**src/design/srlm_pkg.sv**
```systemverilog
// types and constants of the spool rotation length meter
`default_nettype none

package srlm_pkg;

	typedef struct packed {
		logic [9:0] sample;
		logic       ms_tick;
	} item_t;

	typedef struct packed {
		logic [15:0] total_inches;
		logic [12:0] feet;
		logic [3:0]  inches_left;
		logic        over_limit;
		logic [15:0] event_count;
	} result_t;

	// configuration register indexes
	localparam logic [2:0] CFG_LOW_THRESHOLD  = 3'd0;
	localparam logic [2:0] CFG_HIGH_THRESHOLD = 3'd1;
	localparam logic [2:0] CFG_DEBOUNCE_MS    = 3'd2;
	localparam logic [2:0] CFG_TIMEOUT_MS     = 3'd3;
	localparam logic [2:0] CFG_MIN_EVENTS     = 3'd4;
	localparam logic [2:0] CFG_INCHES_Q16     = 3'd5;
	localparam logic [2:0] CFG_MAX_INCHES     = 3'd6;

	// register reset values
	localparam logic [9:0]  RST_LOW_THRESHOLD  = 10'd30;
	localparam logic [9:0]  RST_HIGH_THRESHOLD = 10'd100;
	localparam logic [7:0]  RST_DEBOUNCE_MS    = 8'd2;
	localparam logic [15:0] RST_TIMEOUT_MS     = 16'd750;
	localparam logic [15:0] RST_MIN_EVENTS     = 16'd3;
	localparam logic [15:0] RST_INCHES_Q16     = 16'd11399;
	localparam logic [15:0] RST_MAX_INCHES     = 16'd143;

	localparam logic [15:0] CNT_MAX       = 16'hffff;
	localparam logic [32:0] ROUND_HALF    = 33'h0_0000_8000;
	localparam logic [12:0] FEET_MAX      = 13'h1fff;
	localparam logic [3:0]  INCHES_LEFT_MAX = 4'hf;

endpackage

`default_nettype wire

```
**src/design/spool_rotation_length_meter_unit.sv**
```systemverilog
// Spool rotation length meter: hysteresis event counter with run timeout and length report.
//
// item channel (item_valid/item_ready/item) carries one sensor sample and a millisecond
// tick flag per transfer. The band comparator, debounce, event count and idle timer are
// updated at the edge where the item transfers, so items may follow every cycle.
// result channel (result_valid/result_ready/result) carries one report per finished run
// whose event count exceeds min_events: rounded inches, feet, inches left, over-limit
// flag and the count. The length math for a report runs from the item that ends the run
// through count, rounded product and reciprocal quotient estimate registers, with the
// remainder correction in front of the result register. Throughput: one item per cycle.
// item_ready drops only when every length stage and the result register hold reports and
// the receiver stalls; items then wait at the source.
// Configuration: wr_en/wr_index/wr_data write a register at the clock edge; write only
// while the block is idle. Reset restores the default register values, clears both band
// flags, the run and all reports in flight.
`default_nettype none

module spool_rotation_length_meter_unit
	import srlm_pkg::*;
#(
	parameter int INCHES_PER_FOOT = 12
) (
	input  wire logic        clk,
	input  wire logic        arst_n,
	input  wire logic        item_valid,
	output logic             item_ready,
	input  wire item_t       item,
	output logic             result_valid,
	input  wire logic        result_ready,
	output result_t          result,
	input  wire logic        wr_en,
	input  wire logic [2:0]  wr_index,
	input  wire logic [15:0] wr_data
);

	localparam int unsigned RECIP = 65536 / INCHES_PER_FOOT;
	localparam logic [16:0] DIV   = 17'(INCHES_PER_FOOT);

	// configuration registers
	logic [9:0]  low_threshold_q;
	logic [9:0]  high_threshold_q;
	logic [7:0]  debounce_ms_q;
	logic [15:0] timeout_ms_q;
	logic [15:0] min_events_q;
	logic [15:0] inches_q16_q;
	logic [15:0] max_inches_q;

	always_ff @(posedge clk or negedge arst_n) begin
		if (!arst_n) begin
			low_threshold_q  <= RST_LOW_THRESHOLD;
			high_threshold_q <= RST_HIGH_THRESHOLD;
			debounce_ms_q    <= RST_DEBOUNCE_MS;
			timeout_ms_q     <= RST_TIMEOUT_MS;
			min_events_q     <= RST_MIN_EVENTS;
			inches_q16_q     <= RST_INCHES_Q16;
			max_inches_q     <= RST_MAX_INCHES;
		end else if (wr_en) begin
			unique case (wr_index)
				CFG_LOW_THRESHOLD:  low_threshold_q  <= wr_data[9:0];
				CFG_HIGH_THRESHOLD: high_threshold_q <= wr_data[9:0];
				CFG_DEBOUNCE_MS:    debounce_ms_q    <= wr_data[7:0];
				CFG_TIMEOUT_MS:     timeout_ms_q     <= wr_data;
				CFG_MIN_EVENTS:     min_events_q     <= wr_data;
				CFG_INCHES_Q16:     inches_q16_q     <= wr_data;
				CFG_MAX_INCHES:     max_inches_q     <= wr_data;
				default: ;
			endcase
		end
	end

	// run state
	logic        low_seen_q;
	logic        high_seen_q;
	logic [15:0] run_events_q;
	logic [15:0] ms_since_q;
	logic        run_active_q;

	// pipeline control
	logic v1_s1, v2_s2, v3_s3, out_valid_q;
	logic rdy_out, rdy3, rdy2, rdy1;

	assign rdy_out    = !out_valid_q || result_ready;
	assign rdy3       = !v3_s3 || rdy_out;
	assign rdy2       = !v2_s2 || rdy3;
	assign rdy1       = !v1_s1 || rdy2;
	assign item_ready = rdy1;

	logic item_xfer;
	assign item_xfer = item_valid && item_ready;

	// per-item update
	logic [15:0] ms_adv;
	logic        in_low, in_high, band_event, counted;
	logic [15:0] events_nxt, ms_nxt;
	logic        active_nxt, run_end, report;

	always_comb begin
		ms_adv = ms_since_q;
		if (run_active_q && item.ms_tick && ms_since_q != CNT_MAX) begin
			ms_adv = ms_since_q + 16'd1;
		end
		in_low     = item.sample < low_threshold_q;
		in_high    = !in_low && (item.sample > high_threshold_q);
		band_event = (in_low && !low_seen_q) || (in_high && !high_seen_q);
		// first event of a run is never debounced
		counted    = band_event && !(run_active_q && (ms_adv < 16'(debounce_ms_q)));
		events_nxt = run_events_q;
		ms_nxt     = ms_adv;
		active_nxt = run_active_q;
		if (counted) begin
			if (run_events_q != CNT_MAX) begin
				events_nxt = run_events_q + 16'd1;
			end
			ms_nxt     = '0;
			active_nxt = 1'b1;
		end
		run_end = active_nxt && (ms_nxt >= timeout_ms_q);
		report  = run_end && (events_nxt > min_events_q);
	end

	always_ff @(posedge clk or negedge arst_n) begin
		if (!arst_n) begin
			low_seen_q   <= 1'b0;
			high_seen_q  <= 1'b0;
			run_events_q <= '0;
			ms_since_q   <= '0;
			run_active_q <= 1'b0;
		end else if (item_xfer) begin
			if (in_low) begin
				low_seen_q  <= 1'b1;
				high_seen_q <= 1'b0;
			end else if (in_high) begin
				low_seen_q  <= 1'b0;
				high_seen_q <= 1'b1;
			end
			if (run_end) begin
				run_events_q <= '0;
				ms_since_q   <= '0;
				run_active_q <= 1'b0;
			end else begin
				run_events_q <= events_nxt;
				ms_since_q   <= ms_nxt;
				run_active_q <= active_nxt;
			end
		end
	end

	// length pipeline
	logic [15:0] cnt_s1, cnt_s2, cnt_s3;
	logic [15:0] inches_s2, inches_s3;
	logic [15:0] qest_s3;
	logic        over_s3;

	logic [32:0] prod;
	logic [16:0] inches_full;
	logic [31:0] qprod;

	assign prod        = 33'(cnt_s1) * 33'(inches_q16_q) + ROUND_HALF;
	assign inches_full = prod[32:16];
	assign qprod       = 32'(inches_s2) * 32'(RECIP);

	// remainder correction: the estimate is at most one short
	logic [21:0] qd;
	logic [16:0] rem_est, rem_fix;
	logic [15:0] quot_fix;
	result_t     res_nxt;

	always_comb begin
		qd       = 22'(qest_s3) * 22'(INCHES_PER_FOOT);
		rem_est  = 17'(inches_s3) - qd[16:0];
		rem_fix  = rem_est;
		quot_fix = qest_s3;
		if (rem_est >= DIV) begin
			rem_fix  = rem_est - DIV;
			quot_fix = qest_s3 + 16'd1;
		end
		res_nxt.total_inches = inches_s3;
		res_nxt.feet         = (quot_fix > 16'(FEET_MAX)) ? FEET_MAX : quot_fix[12:0];
		res_nxt.inches_left  = (rem_fix > 17'(INCHES_LEFT_MAX)) ? INCHES_LEFT_MAX
		                                                        : rem_fix[3:0];
		res_nxt.over_limit   = over_s3;
		res_nxt.event_count  = cnt_s3;
	end

	always_ff @(posedge clk or negedge arst_n) begin
		if (!arst_n) begin
			v1_s1       <= 1'b0;
			v2_s2       <= 1'b0;
			v3_s3       <= 1'b0;
			out_valid_q <= 1'b0;
		end else begin
			if (rdy1) begin
				v1_s1 <= item_xfer && report;
			end
			if (rdy2) begin
				v2_s2 <= v1_s1;
			end
			if (rdy3) begin
				v3_s3 <= v2_s2;
			end
			if (rdy_out) begin
				out_valid_q <= v3_s3;
			end
		end
	end

	always_ff @(posedge clk) begin
		if (rdy1) begin
			cnt_s1 <= events_nxt;
		end
		if (rdy2) begin
			cnt_s2    <= cnt_s1;
			inches_s2 <= (inches_full > 17'(CNT_MAX)) ? CNT_MAX : inches_full[15:0];
		end
		if (rdy3) begin
			cnt_s3    <= cnt_s2;
			inches_s3 <= inches_s2;
			qest_s3   <= qprod[31:16];
			over_s3   <= inches_s2 > max_inches_q;
		end
		if (rdy_out) begin
			result <= res_nxt;
		end
	end

	assign result_valid = out_valid_q;

endmodule

`default_nettype wire

```
**config.mk**
```make
export PLATFORM = sky130hd
export DESIGN_NAME = spool_rotation_length_meter_unit
export DESIGN_NICKNAME = d
export VERILOG_FILES = /design/src/design/srlm_pkg.sv /design/src/design/spool_rotation_length_meter_unit.sv
export SDC_FILE = /design/constraint.sdc
export NUM_CORES = 1
export LEC_CHECK = 0
export BUFFER_PORTS_ARGS = -buffer_cell sky130_fd_sc_hd__buf_4
export CAP_MARGIN = 20
export CORE_MARGIN = 1
export CORE_UTILIZATION = 65
export DETAILED_ROUTE_END_ITERATION = 10
export PLACE_DENSITY = 0.83
export RECOVER_POWER = 50
export REMOVE_ABC_BUFFERS = 1
export SYNTH_ARGS = -nofsm -noshare
export SYNTH_HDL_FRONTEND = slang
export SYNTH_SLANG_ARGS = --single-unit
```
**constraint.sdc**
```tcl
create_clock -name clk -period 9.05 [get_ports clk]
set_clock_uncertainty 0.1 [all_clocks]
set_input_delay 1.3575 -clock clk [delete_from_list [all_inputs] [get_ports clk]]
set_output_delay 1.3575 -clock clk [all_outputs]
set_load 0.01 [all_outputs]
```
==> impl_metrics.ini, run 1 <==
[status]
status = complete, but fails checks
violations = max-capacitance violations, max-slew violations

[layout]
nFillCells = 2742
antenna_cells = 0
syn_to_final_growth_pct = 8.05
mostFrequentLayoutCells = inv_1, ha_1, nand2_1
final_common_cell = inv_1
stdcell_count = 3138
fin_nets = 3184
fin_area_um2 = 27800
drive_gt1_share_pct = 10.1

[worst_setup_path]
path_delay_family = compound AO/OA/AOI/OAI gates
crit_fanout = 16
crit_top_cell = fa_1
cp-end-kind = flip-flop
worstSetupPathType = flip-flop to flip-flop
cpMaxStageDelayCell = edfxtp_1
crit_chain = nand2_1, fa_1, fa_1, inv_1, ha_1, fa_1, ha_1, inv_1, fa_1, inv_1, ha_1, a2111oi_0, o21ai_1, a221oi_1, o211ai_1, a211oi_1, nor3_1, a21o_1, a211oi_2, o21bai_1
critical_path_arrival_ns = 7.86
max_stage_delay_ns = 0.77
crit_path_start_kind = flip-flop
crit_required_ns = 9.38
path_buf_inv = 3

[clock_tree]
cts-root-buf = clkbuf_16
tritoncts = yes
ctsResizeCount = 0
holdBufCountCts = 0
cts_sinks = 275
worstSkewPairLatency_ns = 0.59
h-tree-depth = 1
clockBufferDepth = 3
cts_inserted_buffers = 31
postCtsSetupRepairBufs = 0
clkTransAtPathRegs_ns = 0.06

[placement]
dpl.hpwl_mm = 46.1
port_buffers = 86
place_area_um2 = 26800
dp.cells = 3078
place_congestion = 0.924
pre_cts_slack_ns = 1.60

[timing]
drv_slew = 169
final.setup.worst_slack_ns = 1.52
hold_viol_final = 0
tightest_slew_ns = 2.55
fin_crit_sh_pct = 83.2
slew-limit-headroom_pct = -70.0
maxClockFrequency_mhz = 133
grt_setup_unrepaired = false
period_needed_ns = 7.53
finalSetupTns_ns = 0
setup_viol = 0

[drt]
avgRoutedWirePerCell_um = 19.0
viasPerCell = 5.92
wl_met3_mm = 3.74
drt_pass1_iterations = 6
top_layer_used = met4
postRouteAntennaNets = 0
routed_wl_mm = 59.5
vias = 18600
wl_met2_mm = 29.3
drtIter0Drc = 1434
wl_met1_mm = 24.2
route.detailed.drc = 0

[yosys]
synth_cell_types = 93
synth_warnings = 0
synthesis.area_um2 = 25700
syn_inst = 2537
async_reset_ff_share_pct = 47.6
avgSynthCellArea_um2 = 10.1
synth_top_flop_cell = edfxtp_1
synth-seq-cells = 275
synth_edf_count = 144
synth_seq_area_share_pct = 29.7

[floorplan]
core_um2 = 38800
die_x_um = 201
rows = 72
fp.dieArea_um2 = 40400
start_util_pct = 66.2
io_pins = 87
die_height_um = 201

[grt]
grt.total_usage_pct = 30.6
gr-total-overflow = 0
grt_max_degree = 67
antenna_found_initial = 0
grt_pass1_vias = 19600
grt_pass1_wl_mm = 99.1

[run]
cap_violations = 4

[hold_path]
min_path_type = flip-flop to flip-flop
-- metal layers --
metal  GRT usage, %  vias to the layer above
li1               -                     8474
met1           40.2                     9194
met2           52.7                      735
met3           3.33                      181
met4           10.7                        0
met5              0                        -
-- Yosys cell counts, types with 15 or more instances --
cell / instances / share of area (%)
clkbuf_1: 53 / 0.77
dfstp_2: 29 / 3.0
nand4_1: 30 / 0.73
nand3_1: 38 / 0.74
dfrtp_1: 102 / 9.9
o21a_1: 21 / 0.61
o21ai_0: 92 / 1.8
mux2_2: 62 / 2.7
xnor2_1: 39 / 1.3
xor2_1: 32 / 1.1
and2_1: 126 / 3.1
a21o_1: 26 / 0.76
nor3_1: 23 / 0.45
a211oi_1: 16 / 0.47
nand2_1: 262 / 3.8
inv_1: 481 / 7.0
fa_1: 255 / 20
a21oi_1: 73 / 1.4
nand2b_1: 35 / 0.85
ha_1: 298 / 14
edfxtp_1: 144 / 17
nor2b_1: 18 / 0.44
nor2_1: 73 / 1.1
and3_1: 15 / 0.36
-- layout make-up --
type                    instances  area, um^2  area share [%]
repair buffers                 98         691            2.49
inverters                     481        1810            6.50
multi-input cells            1709       16000            57.4
flip-flops and latches        275        7640            27.5
clock inverters                18         176           0.635
well taps                     518         648            2.33
clock buffers                  39         868            3.13
-- metrics by stage --
step / util, % / hold WS (ns)
after floorplan: - / 0.300
after global placement: 69.0 / 0.301
after detailed placement: 69.0 / 0.305
after CTS: 71.6 / 0.316
after global routing: 71.6 / 0.324
final: 71.6 / 0.317
-- flip-flops by register name, indices dropped and copies added (netlist names), 10 cells and up --
name,cells
run_events_q,16
inches_s3,16
qest_s3,13
low_threshold_q,10
result,50
min_events_q,16
cnt_s3,16
cnt_s1,16
high_threshold_q,10
inches_s2,16
cnt_s2,16
timeout_ms_q,16
max_inches_q,16
ms_since_q,16
inches_q16_q,16
-- path summary, 6_finish.rpt --
| check | startpoint | slack [ns] | to | cells after the start |
|---|---|---|---|---|
| setup / recovery | cnt_s1[0]$_DFFE_PN_ | 1.52 | inches_s2[9]$_SDFFCE_PN1P_ | 20 |
| hold / removal | cnt_s3[0]$_DFFE_PP_ | 0.32 | result[0]$_DFFE_PP_ | 0 |
| setup reg to reg | cnt_s1[0]$_DFFE_PN_ | 1.52 | inches_s2[9]$_SDFFCE_PN1P_ | 20 |
| hold reg to reg | cnt_s3[0]$_DFFE_PP_ | 0.32 | result[0]$_DFFE_PP_ | 0 |
| max in group asynchronous | arst_n | 4.39 | min_events_q[10]$_DFFE_PN0P_ | 3 |
| min in group asynchronous | arst_n | 0.94 | run_events_q[4]$_DFFE_PN0P_ | 1 |
-- worst reg2reg max path: stages (launching register included) --
cell	delay (ns)
edfxtp_1	0.77
nand2_1	0.18
fa_1	0.54
fa_1	0.56
inv_1	0.04
ha_1	0.19
fa_1	0.48
ha_1	0.29
inv_1	0.05
fa_1	0.52
inv_1	0.04
ha_1	0.32
a2111oi_0	0.51
o21ai_1	0.20
a221oi_1	0.54
o211ai_1	0.42
a211oi_1	0.40
nor3_1	0.17
a21o_1	0.24
a211oi_2	0.61
o21bai_1	0.21
-- cells by family (layout without fill, tap and decap cells) --
family | count (synthesis) | after routing | synth area share (%)
compound gates | 336 | 336 | 8.75
xor+xnor | 71 | 71 | 2.42
fa+ha+maj | 553 | 553 | 34.4
buf+inv | 553 | 636 | 8.26
flops | 275 | 275 | 29.7
mux | 73 | 73 | 3.14
simple gates | 676 | 676 | 13.4
Power of run 1 is not shown: default switching activity piles up to over one toggle a cycle in this logic, so the estimate is an artifact.
==> inputs of run 2 (changes only) <==
--- a/config.mk
+++ b/config.mk
@@ -8,9 +8,9 @@
 export BUFFER_PORTS_ARGS = -buffer_cell sky130_fd_sc_hd__buf_4
 export CAP_MARGIN = 20
 export CORE_MARGIN = 1
-export CORE_UTILIZATION = 65
+export CORE_UTILIZATION = 58
 export DETAILED_ROUTE_END_ITERATION = 10
-export PLACE_DENSITY = 0.83
+export PLACE_DENSITY = 0.78
 export RECOVER_POWER = 50
 export REMOVE_ABC_BUFFERS = 1
 export SYNTH_ARGS = -nofsm -noshare
==> constraint.sdc (replaced) <==
create_clock -name clk -period 6.2 [get_ports clk]
set_clock_uncertainty 0.1 [all_clocks]
set_input_delay 0.93 -clock clk [delete_from_list [all_inputs] [get_ports clk]]
set_output_delay 0.93 -clock clk [all_outputs]
set_load 0.01 [all_outputs]
==> impl_metrics.ini, run 2 (synthesized netlist as in run 1, its figures left out) <==
[timing]
drv_slew = 0
grt_setup_unrepaired = true
slew-limit-headroom_pct = 30.8
final.setup.worst_slack_ns = -0.293
hold_viol_final = 0
maxClockFrequency_mhz = 154
period_needed_ns = 6.49
fin_crit_sh_pct = 105
setup_viol = 16
tightest_slew_ns = 1.03

[drt]
vias = 19100
drt_pass1_iterations = 5
wl_met1_mm = 25.9
wl_met3_mm = 4.71
wl_met2_mm = 30.8
postRouteAntennaNets = 0
viasPerCell = 5.71
routed_wl_mm = 63.4
avgRoutedWirePerCell_um = 19.0
top_layer_used = met4
route.detailed.drc = 0
drtIter0Drc = 1233

[floorplan]
fp.dieArea_um2 = 45200
io_pins = 87
start_util_pct = 59.3
core_um2 = 43400
rows = 76
die_height_um = 213
die_x_um = 213

[hold_path]
hold-path-endpoint = result[11]$_DFFE_PP_
min_path_type = flip-flop to flip-flop
hp-start = cnt_s3[11]$_DFFE_PP_
holdPathStages = 0

[clock_tree]
clockBufferDepth = 3
cts_sinks = 275
worstSkewPairLatency_ns = 0.60
tritoncts = yes
holdBufCountCts = 0
cts_inserted_buffers = 31
clkTransAtPathRegs_ns = 0.06
cts-root-buf = clkbuf_16
h-tree-depth = 1

[layout]
largest_reg_flops = 50
antenna_cells = 0
post-route-util_pct = 68.0
final_common_cell = inv_1
drive_gt1_share_pct = 18.6
syn_to_final_growth_pct = 14.7
fin_nets = 3326
mostFrequentLayoutCells = inv_1, ha_1, nand2_1
largest_register = result

[grt]
grt_pass1_wl_mm = 103
grt_pass1_vias = 20000
grt.total_usage_pct = 29.0
gr-total-overflow = 0
grt_max_degree = 68
antenna_found_initial = 0

[status]
violations = negative setup slack
status = complete, but fails checks

[worst_setup_path]
rr_endpoint = inches_s2[13]$_SDFFCE_PN1P_
crit_path_start_kind = flip-flop
worstSetupPathType = flip-flop to flip-flop
r2r-start = cnt_s1[5]$_DFFE_PN_
critical_path_arrival_ns = 6.71
crit_required_ns = 6.42
cp-end-kind = flip-flop
crit_fanout = 5
ff2ff_setup_slack_ns = -0.29
r2r_cells = 23

[placement]
port_buffers = 86
dpl.hpwl_mm = 48.9
place_congestion = 0.921

[run]
cap_violations = 0
## run 2: cell type report
type	instances	area [um^2]
inverters	481	1810
multi-input cells	1709	16400
flip-flops and latches	275	7650
well taps	585	732
clock inverters	21	190
repair buffers	240	1940
fillers	3177	13900
clock buffers	36	805
## run 2: worst max-delay path by stage
stage | start | to | slack (ns) | depth (start not counted)
2_1_floorplan | cnt_s1[7]$_DFFE_PN_ | inches_s2[13]$_SDFFCE_PN1P_ | -0.16 | 21
3_3_place_gp | inches_q16_q[6]$_DFFE_PN0P_ | inches_s2[14]$_SDFFCE_PN1P_ | -0.26 | 24
3_5_place_dp | inches_q16_q[2]$_DFFE_PN1P_ | inches_s2[15]$_SDFFCE_PN1P_ | -0.43 | 22
4_1_cts | inches_q16_q[2]$_DFFE_PN1P_ | inches_s2[13]$_SDFFCE_PN1P_ | -0.15 | 20
5_1_grt | cnt_s1[10]$_DFFE_PN_ | inches_s2[13]$_SDFFCE_PN1P_ | -0.40 | 21
6_report | cnt_s1[5]$_DFFE_PN_ | inches_s2[13]$_SDFFCE_PN1P_ | -0.29 | 23
## run 2: routing by layer
metal  up-vias  track usage [%]
li1       8750                -
met2       755             49.5
met3       164             5.17
met4         0             8.31
met1      9434             37.9
met5         -                0
## run 2: critical path, stage by stage (launching register included)
cell and delay [ns]:
edfxtp_1 0.52, buf_4 0.18, buf_6 0.08, nand2_2 0.04
fa_1 0.48, inv_1 0.05, fa_1 0.49, inv_1 0.05
fa_1 0.50, inv_1 0.05, fa_1 0.47, fa_1 0.51
inv_1 0.06, fa_1 0.51, inv_2 0.05, ha_4 0.26
and4_4 0.22, nand3_2 0.06, o211ai_1 0.41, a211oi_2 0.15
nor3_2 0.24, a21o_1 0.26, a211oi_4 0.12, a2111o_1 0.38
## run 2: through the flow
step / std cells / setup slack (ns) / hold WS, ns / cell area, um^2 / setup TNS, ns
after global routing: 3347 / -0.403 / 0.324 / 29500 / -5.36
after CTS: 3335 / -0.154 / 0.320 / 29300 / -1.13
final: 3347 / -0.293 / 0.317 / 29500 / -3.45
after global placement: 3238 / -0.262 / 0.300 / 27600 / -3.70
after detailed placement: 3238 / -0.433 / 0.305 / 27600 / -6.26
after floorplan: 2465 / -0.158 / 0.300 / 25400 / -1.46
## run 2: repair_timing
action                                  4_1_cts  5_1_grt
buffers inserted                             41       10
endpoints found under the setup margin       16       50
resized for setup                           109       28
pin swaps                                    91       25
gates cloned                                  1        0
Power of run 2 is left out for the same reason.
